`src/rtl/fpc_pkg.sv`:
```
// ----------------------------------------------------------------------------
// fpc_pkg: shared types and constants of the first-person camera block
// Fixed-point formats, reset values, datapath command set and helpers.
// ----------------------------------------------------------------------------
`default_nettype none

package fpc_pkg;

  // angles in Q.16 degrees
  localparam logic signed [25:0] DEG        = 26'sd65536;
  localparam logic signed [25:0] QUARTER    = 26'sd5898240;
  localparam logic signed [25:0] HALF_TURN  = 26'sd11796480;
  localparam logic [33:0]        FULL_TURN  = 34'd23592960;
  localparam logic signed [34:0] PITCH_LIM  = 35'sd5832704;
  // offset that keeps the unwrapped yaw sum positive (256 full turns)
  localparam logic signed [35:0] WRAP_BIAS  = 36'sd6039797760;
  localparam logic [4:0]         WRAP_TOP   = 5'd8;

  // cordic gain start value in Q2.30
  localparam logic signed [32:0] GAIN_Q30   = 33'sd652032874;
  localparam logic signed [19:0] ONE_Q14    = 20'sd16384;

  // reset values
  localparam logic signed [24:0] YAW_RST    = -25'sd5898240;
  localparam logic signed [31:0] POS_Y_RST  = 32'sd327680;
  localparam logic signed [31:0] POS_Z_RST  = 32'sd196608;
  localparam logic signed [15:0] FRONT_Z_RST = -16'sd16384;
  localparam logic signed [15:0] LAST_X_RST = 16'sd640;
  localparam logic signed [15:0] LAST_Y_RST = 16'sd360;
  localparam logic [15:0]        SENS_RST   = 16'd6554;
  localparam logic [15:0]        SPEED_RST  = 16'd1280;

  // configuration register map
  localparam int                 CFG_IDX_W  = 4;
  localparam logic [CFG_IDX_W-1:0] CFG_SENS  = 4'd0;
  localparam logic [CFG_IDX_W-1:0] CFG_SPEED = 4'd1;

  typedef struct packed {
    logic                 en;
    logic [CFG_IDX_W-1:0] index;
    logic [15:0]          data;
  } cfg_wr_t;

  // datapath operations
  typedef enum logic [4:0] {
    OP_NOP,
    OP_CAPTURE,
    OP_FIRST,
    OP_TURN,
    OP_WRAP,
    OP_COMMIT,
    OP_CINIT_YAW,
    OP_CINIT_PITCH,
    OP_CSTEP,
    OP_SAVE_YAW,
    OP_SAVE_PITCH,
    OP_MULX,
    OP_FX,
    OP_FZ,
    OP_STEP,
    OP_RIGHT,
    OP_MMUL,
    OP_MACC,
    OP_OUT
  } dp_op_t;

  typedef struct packed {
    dp_op_t     op;
    logic [4:0] idx;        // cordic step, wrap shift or axis
    logic       dir_right;  // move along right instead of front
    logic       sub;        // subtract the move step
  } dp_cmd_t;

  typedef struct packed {
    logic       opcode;
    logic [3:0] keys;       // forward, back, left, right from bit 0
  } dp_status_t;

  // arctangent of 2^-i in Q.16 degrees
  function automatic logic signed [25:0] atan_deg(input logic [4:0] i);
    logic signed [25:0] r;
    unique case (i)
      5'd0:  r = 26'sd2949120;
      5'd1:  r = 26'sd1740967;
      5'd2:  r = 26'sd919879;
      5'd3:  r = 26'sd466945;
      5'd4:  r = 26'sd234379;
      5'd5:  r = 26'sd117304;
      5'd6:  r = 26'sd58666;
      5'd7:  r = 26'sd29335;
      5'd8:  r = 26'sd14668;
      5'd9:  r = 26'sd7334;
      5'd10: r = 26'sd3667;
      5'd11: r = 26'sd1833;
      5'd12: r = 26'sd917;
      5'd13: r = 26'sd458;
      5'd14: r = 26'sd229;
      5'd15: r = 26'sd115;
      5'd16: r = 26'sd57;
      5'd17: r = 26'sd29;
      5'd18: r = 26'sd14;
      5'd19: r = 26'sd7;
      5'd20: r = 26'sd4;
      5'd21: r = 26'sd2;
      5'd22: r = 26'sd1;
      default: r = 26'sd0;
    endcase
    return r;
  endfunction

  // clamp to +-1.0 in Q1.14
  function automatic logic signed [15:0] sat_q14(input logic signed [19:0] v);
    logic signed [15:0] r;
    if (v > ONE_Q14) r = 16'sd16384;
    else if (v < -ONE_Q14) r = -16'sd16384;
    else r = v[15:0];
    return r;
  endfunction

  // Q2.30 to Q1.14 with round half up and clamp
  function automatic logic signed [15:0] q30_to_q14(input logic signed [32:0] v);
    logic signed [33:0] s;
    s = {v[32], v} + 34'sd32768;
    return sat_q14(20'(signed'(s[33:16])));
  endfunction

endpackage

`default_nettype wire

```
`src/rtl/fpc_ctrl.sv`:
```
// ----------------------------------------------------------------------------
// fpc_ctrl: sequencer of the first-person camera block
// Walks one item through turn, wrap, cordic passes and move steps.
// ----------------------------------------------------------------------------
`default_nettype none

module fpc_ctrl #(
  parameter int CORDIC_STEPS = 16
) (
  input  wire logic                clk,
  input  wire logic                rst,
  input  wire logic                in_valid,
  output logic                     in_ready,
  output logic                     out_valid,
  input  wire logic                out_ready,
  input  wire fpc_pkg::dp_status_t status,
  output fpc_pkg::dp_cmd_t         cmd
);

  typedef enum logic [4:0] {
    S_IDLE, S_DECODE, S_FIRST, S_TURN, S_WRAP, S_COMMIT, S_CINIT, S_CSTEP,
    S_CSAVE, S_MULX, S_FX, S_FZ, S_STEP, S_RIGHT, S_KEY, S_MMUL, S_MACC, S_DONE
  } state_t;

  localparam logic [4:0] LAST_STEP = 5'(CORDIC_STEPS - 1);

  state_t     state;
  logic       first_event;
  logic       pass;
  logic [4:0] cnt;
  logic [2:0] key_idx;
  logic [1:0] axis;
  logic       out_free;

  assign in_ready = (state == S_IDLE);
  assign out_free = !out_valid || out_ready;

  // command decode
  always_comb begin
    cmd           = '0;
    cmd.op        = fpc_pkg::OP_NOP;
    cmd.dir_right = key_idx[1];
    cmd.sub       = key_idx[0] ^ key_idx[1];
    unique case (state)
      S_IDLE:   cmd.op = in_valid ? fpc_pkg::OP_CAPTURE : fpc_pkg::OP_NOP;
      S_DECODE: cmd.op = fpc_pkg::OP_NOP;
      S_FIRST:  cmd.op = fpc_pkg::OP_FIRST;
      S_TURN:   cmd.op = fpc_pkg::OP_TURN;
      S_WRAP: begin
        cmd.op  = fpc_pkg::OP_WRAP;
        cmd.idx = cnt;
      end
      S_COMMIT: cmd.op = fpc_pkg::OP_COMMIT;
      S_CINIT:  cmd.op = pass ? fpc_pkg::OP_CINIT_PITCH : fpc_pkg::OP_CINIT_YAW;
      S_CSTEP: begin
        cmd.op  = fpc_pkg::OP_CSTEP;
        cmd.idx = cnt;
      end
      S_CSAVE:  cmd.op = pass ? fpc_pkg::OP_SAVE_PITCH : fpc_pkg::OP_SAVE_YAW;
      S_MULX:   cmd.op = fpc_pkg::OP_MULX;
      S_FX:     cmd.op = fpc_pkg::OP_FX;
      S_FZ:     cmd.op = fpc_pkg::OP_FZ;
      S_STEP:   cmd.op = fpc_pkg::OP_STEP;
      S_RIGHT:  cmd.op = fpc_pkg::OP_RIGHT;
      S_KEY:    cmd.op = fpc_pkg::OP_NOP;
      S_MMUL: begin
        cmd.op  = fpc_pkg::OP_MMUL;
        cmd.idx = {3'b000, axis};
      end
      S_MACC: begin
        cmd.op  = fpc_pkg::OP_MACC;
        cmd.idx = {3'b000, axis};
      end
      S_DONE:   cmd.op = out_free ? fpc_pkg::OP_OUT : fpc_pkg::OP_NOP;
      default:  cmd.op = fpc_pkg::OP_NOP;
    endcase
  end

  // state and result valid
  always_ff @(posedge clk) begin
    if (rst) begin
      state       <= S_IDLE;
      first_event <= 1'b1;
      pass        <= 1'b0;
      cnt         <= '0;
      key_idx     <= '0;
      axis        <= '0;
      out_valid   <= 1'b0;
    end else begin
      // valid rises when a result is loaded, falls when it is taken
      if (state == S_DONE && out_free) out_valid <= 1'b1;
      else if (out_valid && out_ready) out_valid <= 1'b0;
      unique case (state)
        S_IDLE: if (in_valid) state <= S_DECODE;
        S_DECODE: begin
          pass <= 1'b0;
          cnt  <= fpc_pkg::WRAP_TOP;
          if (status.opcode) state <= S_STEP;
          else if (first_event) state <= S_FIRST;
          else state <= S_TURN;
        end
        S_FIRST: begin
          first_event <= 1'b0;
          state       <= S_DONE;
        end
        S_TURN: state <= S_WRAP;
        S_WRAP: begin
          if (cnt == 5'd0) state <= S_COMMIT;
          else cnt <= cnt - 5'd1;
        end
        S_COMMIT: state <= S_CINIT;
        S_STEP:   state <= S_CINIT;
        S_CINIT: begin
          cnt   <= '0;
          state <= S_CSTEP;
        end
        S_CSTEP: begin
          if (cnt == LAST_STEP) state <= S_CSAVE;
          else cnt <= cnt + 5'd1;
        end
        S_CSAVE: begin
          if (status.opcode) state <= S_RIGHT;
          else if (pass) state <= S_MULX;
          else begin
            pass  <= 1'b1;
            state <= S_CINIT;
          end
        end
        S_MULX: state <= S_FX;
        S_FX:   state <= S_FZ;
        S_FZ:   state <= S_DONE;
        S_RIGHT: begin
          key_idx <= '0;
          state   <= S_KEY;
        end
        // skip keys that are not held
        S_KEY: begin
          axis <= '0;
          if (key_idx == 3'd4) state <= S_DONE;
          else if (status.keys[key_idx[1:0]]) state <= S_MMUL;
          else key_idx <= key_idx + 3'd1;
        end
        S_MMUL: state <= S_MACC;
        S_MACC: begin
          if (axis == 2'd2) begin
            key_idx <= key_idx + 3'd1;
            state   <= S_KEY;
          end else begin
            axis  <= axis + 2'd1;
            state <= S_MMUL;
          end
        end
        S_DONE: if (out_free) state <= S_IDLE;
        default: state <= S_IDLE;
      endcase
    end
  end

endmodule

`default_nettype wire

```
`config.mk`:
```
export PLATFORM = sky130hd
export DESIGN_NAME = fpc_ctrl
export DESIGN_NICKNAME = d
export VERILOG_FILES = /design/src/rtl/fpc_pkg.sv /design/src/rtl/fpc_ctrl.sv
export SDC_FILE = /design/constraint.sdc
export NUM_CORES = 1
export LEC_CHECK = 0
export ABC_AREA = 0
export BUFFER_PORTS_ARGS = -buffer_cell sky130_fd_sc_hd__buf_2
export CAP_MARGIN = 20
export CELL_PAD_IN_SITES_DETAIL_PLACEMENT = 1
export CELL_PAD_IN_SITES_GLOBAL_PLACEMENT = 1
export CORE_MARGIN = 2
export CORE_UTILIZATION = 42
export CTS_CLUSTER_DIAMETER = 120
export DETAILED_ROUTE_END_ITERATION = 10
export PLACE_DENSITY = 0.83
export SLEW_MARGIN = 15
export SYNTH_ARGS = -nofsm -noshare
export SYNTH_HDL_FRONTEND = slang
export SYNTH_SLANG_ARGS = --single-unit
```
`constraint.sdc`:
```
create_clock -name clk -period 3.1 [get_ports clk]
set_input_delay 0.93 -clock clk [delete_from_list [all_inputs] [get_ports clk]]
set_output_delay 0.93 -clock clk [all_outputs]
set_load 0.005 [all_outputs]
```
==> Word-level counts from Yosys, hierarchy flattened <==
Index checks and enable logic that the tools add are counted.
{ "word_totals": {"register_bits": 18, "in_bits": 9, "out_inout_bits": 14, "elab_cells": 98} }
{ "classes": {"addsub": 4, "magnitude_cmp": 1, "n_eq_ne": 32, "mux": 33, "bitwise_logic": 1, "n_reduce_logical": 20} }
{ "op_table": {"columns": ["operator", "n"], "rows": [
  ["case mux 5 bit (16 select lines)", 2],
  ["equality test 5 x 4 -> 1 bit (second input constant)", 9],
  ["2-to-1 mux 5 bit", 9],
  ["!= test 2 bit (second input constant)", 11],
  ["equality test 5 x 3 -> 1 bit (second input constant)", 4],
  ["case mux 5 bit (4 select lines)", 1],
  ["2-to-1 mux 4 bit", 3],
  ["equality test 5 x 2 -> 1 bit (second input constant)", 2],
  ["equality test 5 bit (second input constant)", 2],
  ["logical NOT 5 bit", 2],
  ["case mux 5 bit (2 select lines)", 1],
  ["2-to-1 mux 3 bit", 3],
  ["case mux 3 bit (3 select lines)", 1],
  ["2-to-1 mux 1 bit", 8],
  ["OR reduction 2 bit", 4],
  ["nonzero test 2 bit", 3],
  ["adder 5 x 1 -> 5 bit (second input constant)", 1],
  ["equality test 5 x 1 -> 1 bit (second input constant)", 1],
  ["AND reduction 5 bit", 1],
  ["subtractor 5 x 1 -> 5 bit (second input constant)", 1],
  ["2-to-1 mux 2 bit", 2],
  ["case mux 2 bit (2 select lines)", 1],
  ["AND reduction 2 bit", 2],
  ["AND reduction 4 bit", 1],
  ["15 further kinds", 16]
]} }

==> Logic depth before layout (Yosys ltp) <==
Gate-level depths: netlist (run 1).
{ "logic_depth": {"ltp_word": 5, "mapped_depth": 10, "ltp_nobuf": 9} }

==> Least setup slack after synthesis (run 1) <==
No wires, ideal clock.
{ "synth_path": {"kind": "input-to-reg", "startpoint": "input port status[3] in the netlist's numbering", "endpoint": "register key_idx[1]", "setup_ns": 0.070, "arrival_ns": 2.440, "required_time_ns": 3.030, "setup_slack_ns": 0.589, "cell_stages": 5, "path_buffers": 0, "cell_sequence": "mux4_2 a2111o_1 a21boi_4 or4b_1 a21oi_1"} }
{ "synth_between": {"elab_chain_cells": 4} }
{ "synth_rtl": {"columns": ["item", "line", "source"], "rows": [
  ["from (decl)", "fpc_ctrl.sv:16", "input wire fpc_pkg::dp_status_t status,"],
  ["binary-select mux 1 bit (select 2 bit)", "fpc_ctrl.sv:140", "else if (status.keys[key_idx[1:0]]) state <= S_MMUL;"],
  ["2-to-1 mux 1 bit (implied by the code)", "fpc_ctrl.sv:140", null],
  ["!= test 2 bit (no line)", null, null],
  ["AND reduction 4 bit (no line)", null, null],
  ["to (signal assigned)", "fpc_ctrl.sv:141", "else key_idx <= key_idx + 3'd1;"],
  ["to (signal assigned)", "fpc_ctrl.sv:146", "key_idx <= key_idx + 3'd1;"],
  ["to (decl)", "fpc_ctrl.sv:31", "logic [2:0] key_idx;"]
]} }
Every way passes these cells. The select of a mux whose other input is x is not followed.
A chain may end at the register's enable or synchronous reset.

==> impl_metrics.py, run 1 <==
metrics = {
    "yosys": {
        "post_synth_instance_area_sq_mm": 0.00169,
        "avgSynthCellArea_sq_um": 7.56,
        "synth-warning-count": 0,
        "yosysTopAreaCell": "sky130_fd_sc_hd__dfxtp_1",
        "syn_inst": 224,
        "muxShareOfSynthArea_pct": 3.10,
        "synthXorXnorAreaFrac_pct": 2.07,
        "yosys.area_share.simple_pct": 33.0,
        "synthesized_nets": 240,
        "synth_top_area_share_pct": 21.3,
        "synth-edff-count": 0,
        "synth_cell_type_count": 64,
        "post_synthesis_sequential_element_count": 18,
        "postSynth.asyncResetShare_pct": 0,
        "yosys-top-cells-area": "sky130_fd_sc_hd__dfxtp_1, sky130_fd_sc_hd__nor2_1, sky130_fd_sc_hd__a21oi_1",
        "synth_area_in_compound_gates_pct": 26.3,
        "combinational_family_with_the_most_area_after_synthesis": "simple AND/OR/NAND/NOR gates",
        "synth_seq_area_share_pct": 21.3,
        "adder_and_majority_gate_portion_of_the_synthesized_area_pct": 5.62,
        "postSynth.topFlopCell": "sky130_fd_sc_hd__dfxtp_1",
    },
    "detailed_routing": {
        "dr.pass1.iters": 4,
        "viasPerCell": 6.01,
        "dr.first_iter.drc_count": 119,
        "routed_via_count": 1750,
        "routed_wirelength_um": 5170,
        "drc_violation_count_after_routing": 0,
        "detail_route.wl_per_cell_um": 17.8,
        "antenna_left": 0,
    },
    "cts": {
        "clock_insertion_delay_worst_skew_ns": 0.26,
        "ctsHtreeMaxLevel": 1,
        "tritoncts.num_buffers": 3,
        "post_cts_hold_buffer_count": 0,
        "tritoncts": "yes",
        "clkSinkCount": 18,
        "path_clk_slew_ns": 0.08,
        "clock_tree.root_cell": "sky130_fd_sc_hd__clkbuf_8",
        "postCtsResizedCells": 0,
        "cts_setup_buffers": 0,
        "longest_clk_path_bufs": 2,
    },
    "setup_path": {
        "timing_worst_setup_path_type": "reg2out",
        "worstPathCellList": "buf_4, or3_1, nor3_1, a21oi_1, nand2_1, buf_2",
        "timing.critical_path.to_type": "primary output",
        "stage_delay_of_the_slowest_cell_on_the_critical_path_ns": 0.44,
        "rr_worst_depth": 8,
        "worstPathBufferInverterCount": 2,
        "worst-path-stages": 6,
        "worst-endpoint-arrival_ns": 1.85,
        "family_of_cells_with_the_greatest_summed_delay_on_the_critical_path": "simple AND/OR/NAND/NOR gates",
        "cp_data_required_time_ns": 2.17,
        "critical_path.max_fanout": 11,
        "slowest_stage": "sky130_fd_sc_hd__dfxtp_1",
        "start_kind": "flop",
    },
    "power": {
        "power.share.sequential_pct": 24.9,
        "worst_ir_drop_vdd_uv": 285,
        "cellLeakagePower_nw": 0.724,
        "power-per-cell-area_mw_per_mm2": 776,
        "power.combinational.fraction_pct": 61.3,
        "power.share.switching_pct": 48.0,
        "power.internal_w": 0.000754,
        "pwr-share-clk_pct": 13.8,
        "switching_power_w": 0.000697,
    },
    "global_route": {
        "gr-total-overflow": 0,
        "globalRouteTotalUtil_pct": 25.2,
        "first_pass_grt_wire_length_um": 8690,
        "number_of_global_route_vias_before_repair": 1770,
        "initial_antenna_violation_count": 0,
        "pin_count_of_the_biggest_net_entering_global_routing": 23,
    },
    "timing": {
        "final_max_slew_viol_count": 0,
        "timing_worst_slew_pin_value_ns": 0.521,
        "setup_viol": 0,
        "setup-tns-final_ns": 0,
        "finalCritPeriodShare_pct": 89.7,
        "clock-skew-final_ns": 0.00631,
        "fmax_mhz": 360,
        "post-route-min-period_ns": 2.78,
        "rsz0062_at_grt": "false",
        "maxSlewHeadroom_pct": 65.2,
        "finalHoldViolations": 0,
    },
    "placement": {
        "port_buffers": 22,
        "gp_routability_congestion": 0.974,
        "hpwl_after_detailed_placement_um": 3900,
        "dpl_cell_area_sq_mm": 0.00181,
    },
    "floorplanning": {
        "floorplan.initialDensity_pct": 42.9,
        "die_area_sq_mm": 0.00455,
        "die-height_um": 67.5,
        "core_area_sq_mm": 0.00394,
        "floorplan.die.width_um": 67.5,
        "std_cell_rows": 23,
        "pin_count": 23,
    },
    "worst_hold_path": {
        "min_path_cells": 2,
        "hold_path.class": "reg2reg",
    },
    "flow_run": {
        "maxCapViolations": 0,
    },
    "layout": {
        "mostFrequentLayoutCell": "sky130_fd_sc_hd__nor2_1",
        "antenna_diode_count": 0,
        "finish.net_count": 258,
        "post_route_cells_drive_above_1_share_pct": 18.3,
        "post-route-cell-area_sq_mm": 0.00187,
        "area_delta_synth_final_pct": 10.3,
        "layout_common_cells": "sky130_fd_sc_hd__nor2_1, sky130_fd_sc_hd__buf_2, sky130_fd_sc_hd__dfxtp_1, sky130_fd_sc_hd__nand2_1, sky130_fd_sc_hd__a21oi_1",
    },
    "status": {
        "result_of_the_run": "finished, final reports clean",
    },
}
## kinds of logic (layout without fill, tap and decap cells)
| logic type | after synthesis | after routing |
|---|---|---|
| simple gates | 102 | 102 |
| buf+inv | 27 | 44 |
| xor+xnor | 4 | 4 |
| flops | 18 | 18 |
| compound gates | 62 | 62 |
| fa+ha+maj | 7 | 7 |
| mux | 4 | 4 |
## area by class of cell
class / count / area, sq um
fillers: 514 / 2070
multi-input cells: 179 / 1190
well taps: 50 / 62.6
repair buffers: 29 / 163
flip-flops and latches: 18 / 360
inverters: 11 / 41.3
clock buffers: 4 / 55.1
## cells in the mapped netlist (3+ instances only)
master	instances
sky130_fd_sc_hd__mux2i_1	3
sky130_fd_sc_hd__buf_6	4
sky130_fd_sc_hd__nand3_1	5
sky130_fd_sc_hd__nor2b_1	5
sky130_fd_sc_hd__or3_1	3
sky130_fd_sc_hd__nor3_1	10
sky130_fd_sc_hd__o21ai_0	9
sky130_fd_sc_hd__inv_1	11
sky130_fd_sc_hd__nand2_1	17
sky130_fd_sc_hd__a21o_1	3
sky130_fd_sc_hd__clkbuf_1	6
sky130_fd_sc_hd__or4b_1	3
sky130_fd_sc_hd__nand2b_1	11
sky130_fd_sc_hd__o211ai_1	4
sky130_fd_sc_hd__a21oi_1	15
sky130_fd_sc_hd__ha_1	6
sky130_fd_sc_hd__o22ai_1	3
sky130_fd_sc_hd__a31oi_1	3
sky130_fd_sc_hd__and2_1	4
sky130_fd_sc_hd__dfxtp_1	18
sky130_fd_sc_hd__nor2_1	24
sky130_fd_sc_hd__xnor2_1	3
## metrics by stage
| step | setup slack [ns] | instances | hold slack, ns | power, W | util (%) |
|---|---|---|---|---|---|
| after floorplan | 0.589 | 224 | 0.433 | 0.000992 | - |
| after global placement | 0.448 | 287 | 0.450 | 0.00121 | 46.0 |
| after detailed placement | 0.382 | 287 | 0.464 | 0.00124 | 46.0 |
| after CTS | 0.326 | 291 | 0.474 | 0.00145 | 47.4 |
| after global routing | 0.199 | 291 | 0.525 | 0.00157 | 47.4 |
| final | 0.319 | 291 | 0.471 | 0.00145 | 47.4 |
## path summary, 6_finish.rpt
path                                 start  slack, ns                        to
setup reg to reg     state[4]$_SDFFE_PP0P_       0.35       cnt[4]$_SDFFE_PP0P_
setup / recovery     state[1]$_SDFFE_PP0P_       0.32                    cmd[7]
hold reg to reg   first_event$_SDFFE_PP1P_       0.47  first_event$_SDFFE_PP1P_
hold / removal    first_event$_SDFFE_PP1P_       0.47  first_event$_SDFFE_PP1P_
## power by group through the flow
stage | clock network (W) | registers (W) | logic (W)
3_5_place_dp | 0 | 0.000364 | 0.000876
5_1_grt | 0.000213 | 0.000372 | 0.000988
2_1_floorplan | 0 | 0.000317 | 0.000675
4_1_cts | 0.000201 | 0.000360 | 0.000885
6_report | 0.000200 | 0.000361 | 0.000889
3_3_place_gp | 0 | 0.000363 | 0.000847
## worst register-to-register path: cells and delay by family, from the launching register on
| kind | cells | cell delay [ns] |
|---|---|---|
| adder cells (fa/ha/maj) | 1 | 0.33 |
| AND/OR/NAND/NOR | 4 | 1.29 |
| AO/OA/AOI/OAI | 2 | 0.52 |
| XOR/XNOR | 1 | 0.08 |
| flip-flops | 1 | 0.43 |
## sequential cells by signal (all words and copies together) (netlist names)
register     cells
out_valid        1
state            5
cnt              5
pass             1
first_event      1
key_idx          3
axis             2
## routing by layer
metal	vias to the layer above	track usage, %	part of all wire [%]
met5	-	0	0
met4	0	6.12	1.2
met3	6	3.33	4.3
met2	44	42.8	48
met1	855	33.6	46
li1	845	-	-
No activity file was read; power rests on OpenSTA's default activity.
==> inputs of run 2 (changes only) <==
==> constraint.sdc (replaced) <==
create_clock -name clk -period 3.1 [get_ports clk]
set_input_delay 0.155 -clock clk [delete_from_list [all_inputs] [get_ports clk]]
set_output_delay 0.155 -clock clk [all_outputs]
set_load 0.005 [all_outputs]
==> run 2 against run 1 <==
Effect of this change:
- worst setup slack gained 0.33 ns
- clock skew shrank 0.0037 ns
- first-iteration DRC count shrank 17%
- power shrank 2.9%
- sequential power shrank 6.1%
- cell area shrank 1.1%
- sequential share of layout area grew 0.22 points
- utilization shrank 0.54 points
- combinational power grew 0.8%
- critical path depth grew 2
- routed wire length is essentially flat
==> impl_metrics.py, run 2 (synthesis gave the netlist of run 1 again) <==
metrics = {
    "status": {
        "result_of_the_run": "finished, final reports clean",
    },
    "timing": {
        "timing_worst_slew_pin_value_ns": 0.660,
        "maxSlewHeadroom_pct": 55.9,
        "final_max_slew_viol_count": 0,
        "post-route-min-period_ns": 2.45,
        "clock-skew-final_ns": 0.00262,
        "finalHoldViolations": 0,
        "finalCritPeriodShare_pct": 79.1,
        "setup_viol": 0,
        "fmax_mhz": 408,
        "setup-tns-final_ns": 0,
        "rsz0062_at_grt": "false",
        "hold-worst-slack_ns": 0.247,
    },
    "cts": {
        "path_clk_slew_ns": 0.07,
        "clock_insertion_delay_worst_skew_ns": 0.26,
        "clkSinkCount": 18,
        "postCtsResizedCells": 0,
        "ctsHtreeMaxLevel": 1,
        "longest_clk_path_bufs": 2,
        "clock_tree.root_cell": "sky130_fd_sc_hd__clkbuf_8",
        "tritoncts.num_buffers": 3,
        "tritoncts": "yes",
        "post_cts_hold_buffer_count": 0,
        "cts_setup_buffers": 0,
    },
    "floorplanning": {
        "floorplan.initialDensity_pct": 42.9,
        "pin_count": 23,
        "die-height_um": 67.5,
        "core_area_sq_mm": 0.00394,
        "die_area_sq_mm": 0.00455,
        "floorplan.die.width_um": 67.5,
        "std_cell_rows": 23,
    },
    "setup_path": {
        "endpoint_of_the_lowest_slack_register_to_register_path": "cnt[4]$_SDFFE_PP0P_",
        "stage_delay_of_the_slowest_cell_on_the_critical_path_ns": 0.41,
        "timing_worst_setup_path_type": "reg2reg",
        "slowest_stage": "sky130_fd_sc_hd__or3b_1",
        "rr_worst_depth": 8,
        "rr_startpoint": "state[4]$_SDFFE_PP0P_",
        "cp_data_required_time_ns": 3.27,
        "timing.critical_path.to_type": "flop",
        "worst-endpoint-arrival_ns": 2.63,
        "timing.reg2reg.setup_slack_ns": 0.65,
        "worstPathCellList": "or3b_1, or2_2, ha_1, nor2b_1, o21ai_0, nor2b_1, xnor2_1, o32ai_1",
        "critical_path.max_fanout": 6,
        "timing.critical_path.mode_cell": "sky130_fd_sc_hd__nor2b_1",
        "start_kind": "flop",
    },
    "placement": {
        "hpwl_after_detailed_placement_um": 3780,
        "gp_routability_congestion": 0.880,
        "placed_cells": 286,
        "port_buffers": 22,
    },
    "detailed_routing": {
        "detail_route.wl_per_cell_um": 17.9,
        "dr.first_iter.drc_count": 99,
        "wl_met2_um": 2460,
        "viasPerCell": 6.01,
        "dr.max_layer_used": "met4",
        "routed_via_count": 1738,
        "dr.pass1.iters": 4,
        "antenna_left": 0,
        "met3_length_um": 326,
        "routed_wirelength_um": 5170,
        "route.layer.met1.wl_um": 2330,
        "drc_violation_count_after_routing": 0,
    },
    "power": {
        "power.combinational.fraction_pct": 63.6,
        "worst_ir_drop_vdd_uv": 302,
        "power.total_w": 0.00141,
        "power-per-cell-area_mw_per_mm2": 763,
        "power.internal_w": 0.000720,
        "power.share.sequential_pct": 24.1,
        "pwr-share-clk_pct": 12.3,
        "cellLeakagePower_nw": 0.712,
        "power.share.switching_pct": 48.9,
        "switching_power_w": 0.000688,
    },
    "global_route": {
        "first_pass_grt_wire_length_um": 8380,
        "initial_antenna_violation_count": 0,
        "pin_count_of_the_biggest_net_entering_global_routing": 27,
        "number_of_global_route_vias_before_repair": 1711,
        "gr-total-overflow": 0,
        "globalRouteTotalUtil_pct": 24.3,
    },
    "worst_hold_path": {
        "min_from": "out_ready",
        "hold_end": "out_valid$_SDFFE_PP0P_",
        "min_path_cells": 3,
        "hold_path.class": "in2reg",
    },
    "layout": {
        "finish.net_count": 257,
        "post_route_cells_drive_above_1_share_pct": 17.6,
        "area_delta_synth_final_pct": 9.09,
        "antenna_diode_count": 0,
        "layoutNonFillerInstCount": 289,
        "mostFrequentLayoutCell": "sky130_fd_sc_hd__nor2_1",
        "layout_common_cells": "sky130_fd_sc_hd__nor2_1, sky130_fd_sc_hd__buf_2, sky130_fd_sc_hd__dfxtp_1, sky130_fd_sc_hd__nand2_1, sky130_fd_sc_hd__a21oi_1",
        "fillCellCount": 521,
        "largest_registers": "cnt: 5 flops, state: 5 flops, key_idx: 3 flops",
    },
    "flow_run": {
        "maxCapViolations": 0,
    },
}
## run 2: cell types whose count changed in the layout (fill, tap and decap cells not counted)
cell	change
sky130_fd_sc_hd__buf_4	-1
sky130_fd_sc_hd__clkbuf_8	-1
## run 2: worst max path at each step
| stage | slack [ns] | startpoint | to |
|---|---|---|---|
| detailed placement | 0.70 | state[4]$_SDFFE_PP0P_ | cnt[4]$_SDFFE_PP0P_ |
| finish | 0.65 | state[4]$_SDFFE_PP0P_ | cnt[4]$_SDFFE_PP0P_ |
| floorplan | 0.73 | state[4]$_SDFFE_PP0P_ | cnt[4]$_SDFFE_PP0P_ |
| global placement | 0.82 | state[4]$_SDFFE_PP0P_ | cnt[4]$_SDFFE_PP0P_ |
| global route | 0.46 | state[1]$_SDFFE_PP0P_ | cnt[4]$_SDFFE_PP0P_ |
| CTS | 0.64 | state[4]$_SDFFE_PP0P_ | cnt[4]$_SDFFE_PP0P_ |
## run 2: routing by layer
layer / vias up / GRT usage, %
li1: 841 / -
met1: 834 / 34.3
met2: 56 / 39.2
met3: 7 / 3.00
met4: 0 / 5.87
met5: - / 0
## run 2: metrics by stage
step / area, sq um / utilization, % / worst slack [ns]
after floorplan: 1690 / - / 0.733
after global placement: 1810 / 45.8 / 0.820
after detailed placement: 1810 / 45.8 / 0.698
after CTS: 1850 / 46.8 / 0.642
after global routing: 1850 / 46.8 / 0.460
final: 1850 / 46.8 / 0.648
## run 2: layout make-up
class / instances / area [sq um] / area share [%]
multi-input combinational: 179 / 1190 / 64.2
sequential: 18 / 360 / 19.5
timing repair buffer: 28 / 155 / 8.40
tap: 50 / 62.6 / 3.39
clock buffer: 3 / 41.3 / 2.24
inverter: 11 / 41.3 / 2.24
## run 2: power groups by stage
stage	registers [W]	clock network (W)	logic (W)
after global routing	0.000349	0.000186	0.000991
after CTS	0.000338	0.000175	0.000892
after floorplan	0.000317	0	0.000675
final	0.000339	0.000173	0.000896
after detailed placement	0.000344	0	0.000884
after global placement	0.000341	0	0.000867
## run 2: worst max-delay path, delay by kind of cell, from the launching register on
kind,cells,cell delay [ns]
flip-flops,1,0.31
AO/OA/AOI/OAI,2,0.44
XOR/XNOR,1,0.09
adder cells (fa/ha/maj),1,0.33
AND/OR/NAND/NOR,4,1.20
==> inputs of run 3 (changes only) <==
CORE_UTILIZATION = 38   (was 42)
PLACE_DENSITY = 0.8   (was 0.83)
clock period = 2.2 ns   (was 3.1 ns; I/O delays follow)
==> run 3 against run 2 <==
Effect of this change:
- power rose by 52%
- via count rose by 1.4%
- largest cell class unchanged
- the flow now finishes with violations (negative setup slack)
- critical endpoint unchanged
- first-iteration DRC count rose by 18%
- largest power group unchanged
- final cell count rose by 3.8%
- combinational power rose by 60%
- cell area rose by 7.0%
- critical path depth did not move
- register-to-register slack got worse by 0.65 ns
- sequential cell count did not move
- die area rose by 9.9%
==> impl_metrics.py, run 3 (synthesis gave the netlist of run 1 again) <==
metrics = {
    "global_route": {
        "pin_count_of_the_biggest_net_entering_global_routing": 23,
        "number_of_global_route_vias_before_repair": 1775,
        "initial_antenna_violation_count": 0,
        "gr-total-overflow": 0,
        "globalRouteTotalUtil_pct": 22.8,
        "first_pass_grt_wire_length_um": 9220,
    },
    "floorplanning": {
        "floorplan.die.width_um": 70.7,
        "floorplan.initialDensity_pct": 39.1,
        "std_cell_rows": 24,
        "core_area_sq_mm": 0.00432,
        "die-height_um": 70.7,
        "die_area_sq_mm": 0.00500,
        "pin_count": 23,
    },
    "layout": {
        "layout_common_cells": "sky130_fd_sc_hd__nor2_1, sky130_fd_sc_hd__buf_2, sky130_fd_sc_hd__nand2_1, sky130_fd_sc_hd__dfxtp_1",
        "antenna_diode_count": 0,
        "mostFrequentLayoutCell": "sky130_fd_sc_hd__nor2_1",
        "post-route-cell-area_sq_mm": 0.00198,
        "area_delta_synth_final_pct": 16.7,
        "post_route_cells_drive_above_1_share_pct": 25.0,
        "finish.net_count": 266,
        "largest_registers": "cnt: 5 flops, state: 5 flops, key_idx: 3 flops",
        "layoutNonFillerInstCount": 300,
        "postLayoutCoreUtil_pct": 45.7,
    },
    "placement": {
        "gp_routability_congestion": 0.873,
        "pre_cts_slack_ns": -0.0142,
        "port_buffers": 22,
        "placed_cells": 295,
        "hpwl_after_detailed_placement_um": 4010,
        "dpl_cell_area_sq_mm": 0.00187,
    },
    "detailed_routing": {
        "viasPerCell": 5.88,
        "routed_wirelength_um": 5420,
        "antenna_left": 0,
        "detail_route.wl_per_cell_um": 18.1,
        "drc_violation_count_after_routing": 0,
        "dr.pass1.iters": 4,
        "dr.first_iter.drc_count": 117,
        "routed_via_count": 1763,
    },
    "timing": {
        "rsz0062_at_grt": "true",
        "hold-worst-slack_ns": 0.215,
        "fmax_mhz": 453,
        "final_max_slew_viol_count": 0,
        "clock-skew-final_ns": 0.00288,
        "timing_worst_slew_pin_value_ns": 0.645,
        "finalCritPeriodShare_pct": 100,
        "maxSlewHeadroom_pct": 55.9,
        "setup_ws_ns": -0.00540,
        "finalHoldViolations": 0,
        "post-route-min-period_ns": 2.21,
        "setup_viol": 1,
    },
    "cts": {
        "tritoncts": "yes",
        "longest_clk_path_bufs": 2,
        "clkSinkCount": 18,
        "path_clk_slew_ns": 0.07,
        "tritoncts.num_buffers": 3,
        "ctsHtreeMaxLevel": 1,
        "post_cts_hold_buffer_count": 0,
        "clock_tree.root_cell": "sky130_fd_sc_hd__clkbuf_8",
        "clock_insertion_delay_worst_skew_ns": 0.26,
    },
    "setup_path": {
        "start_kind": "flop",
        "family_of_cells_with_the_greatest_summed_delay_on_the_critical_path": "simple AND/OR/NAND/NOR gates",
        "timing.critical_path.mode_cell": "sky130_fd_sc_hd__nor2b_4",
        "timing.critical_path.to_type": "flop",
        "timing_worst_setup_path_type": "reg2reg",
        "worstPathBufferInverterCount": 0,
        "slowest_stage": "sky130_fd_sc_hd__or3b_4",
        "worstPathCellList": "or3b_4, or2_4, ha_4, nor2b_4, o21ai_2, nor2b_4, o211ai_1, o32ai_2",
        "critical_path.max_fanout": 6,
        "stage_delay_of_the_slowest_cell_on_the_critical_path_ns": 0.41,
        "worst-endpoint-arrival_ns": 2.34,
        "cp_data_required_time_ns": 2.34,
    },
    "power": {
        "cellLeakagePower_nw": 0.783,
        "worst_ir_drop_vdd_uv": 384,
        "power-per-cell-area_mw_per_mm2": 1080,
    },
    "worst_hold_path": {
        "hold_path.class": "in2reg",
    },
    "status": {
        "result_of_the_run": "complete, but fails checks",
        "failed_checks": "negative setup slack",
    },
    "flow_run": {
        "maxCapViolations": 0,
    },
}
[run 3: changes by cell type in the layout (fill, tap and decap cells not counted), moves of 2 or more]
cell	change
sky130_fd_sc_hd__dfxtp_2	+2
sky130_fd_sc_hd__nor2b_1	-2
sky130_fd_sc_hd__buf_4	+8
sky130_fd_sc_hd__nor2b_4	+2
sky130_fd_sc_hd__dfxtp_1	-2
[run 3: power breakdown]
group          leakage [nW]  switching (W)  internal, W
sequential            0.147      0.0000704     0.000392
clock                0.0216       0.000122     0.000122
combinational         0.614       0.000834     0.000601
total                 0.783        0.00103      0.00111
[run 3: metal layers]
| metal | global-route usage [%] | routed length [um] |
|---|---|---|
| met5 | 0 | 0 |
| met4 | 6.50 | 87 |
| met3 | 2.85 | 241 |
| met2 | 36.7 | 2540 |
| met1 | 32.2 | 2550 |
[run 3: cell type report]
type / count / area (sq um)
tap: 52 / 65.1
fill: 568 / 2350
clock buffer: 3 / 41.3
inverter: 11 / 43.8
multi-input combinational: 179 / 1240
timing repair buffer: 37 / 226
sequential: 18 / 363
[run 3: metrics by stage]
stage / power [W] / setup TNS [ns]
after global routing: 0.00232 / -0.0574
after global placement: 0.00178 / 0
after detailed placement: 0.00181 / -0.0142
after CTS: 0.00210 / 0
after floorplan: 0.00141 / 0
final: 0.00214 / -0.00540
[run 3: path summary, 6_finish.rpt]
check / startpoint / end / slack, ns / depth (start not counted)
min reg2reg: first_event$_SDFFE_PP1P_ / first_event$_SDFFE_PP1P_ / 0.47 / 2
max: state[3]$_SDFFE_PP0P_ / cnt[4]$_SDFFE_PP0P_ / -0.005 / 8
min: out_ready / out_valid$_SDFFE_PP0P_ / 0.22 / 3
max reg2reg: state[3]$_SDFFE_PP0P_ / cnt[4]$_SDFFE_PP0P_ / -0.005 / 8
[run 3: tightest hold or removal path, stage by stage]
cell and delay (ns):
sky130_fd_sc_hd__buf_2 0.07, sky130_fd_sc_hd__nand2b_1 0.16, sky130_fd_sc_hd__a21oi_1 0.09
[run 3: timing repair]
item	4_1_cts	5_1_grt
endpoints found under the setup margin	1	6
buffers inserted	0	2
pin swaps	1	7
gates resized for setup	5	8
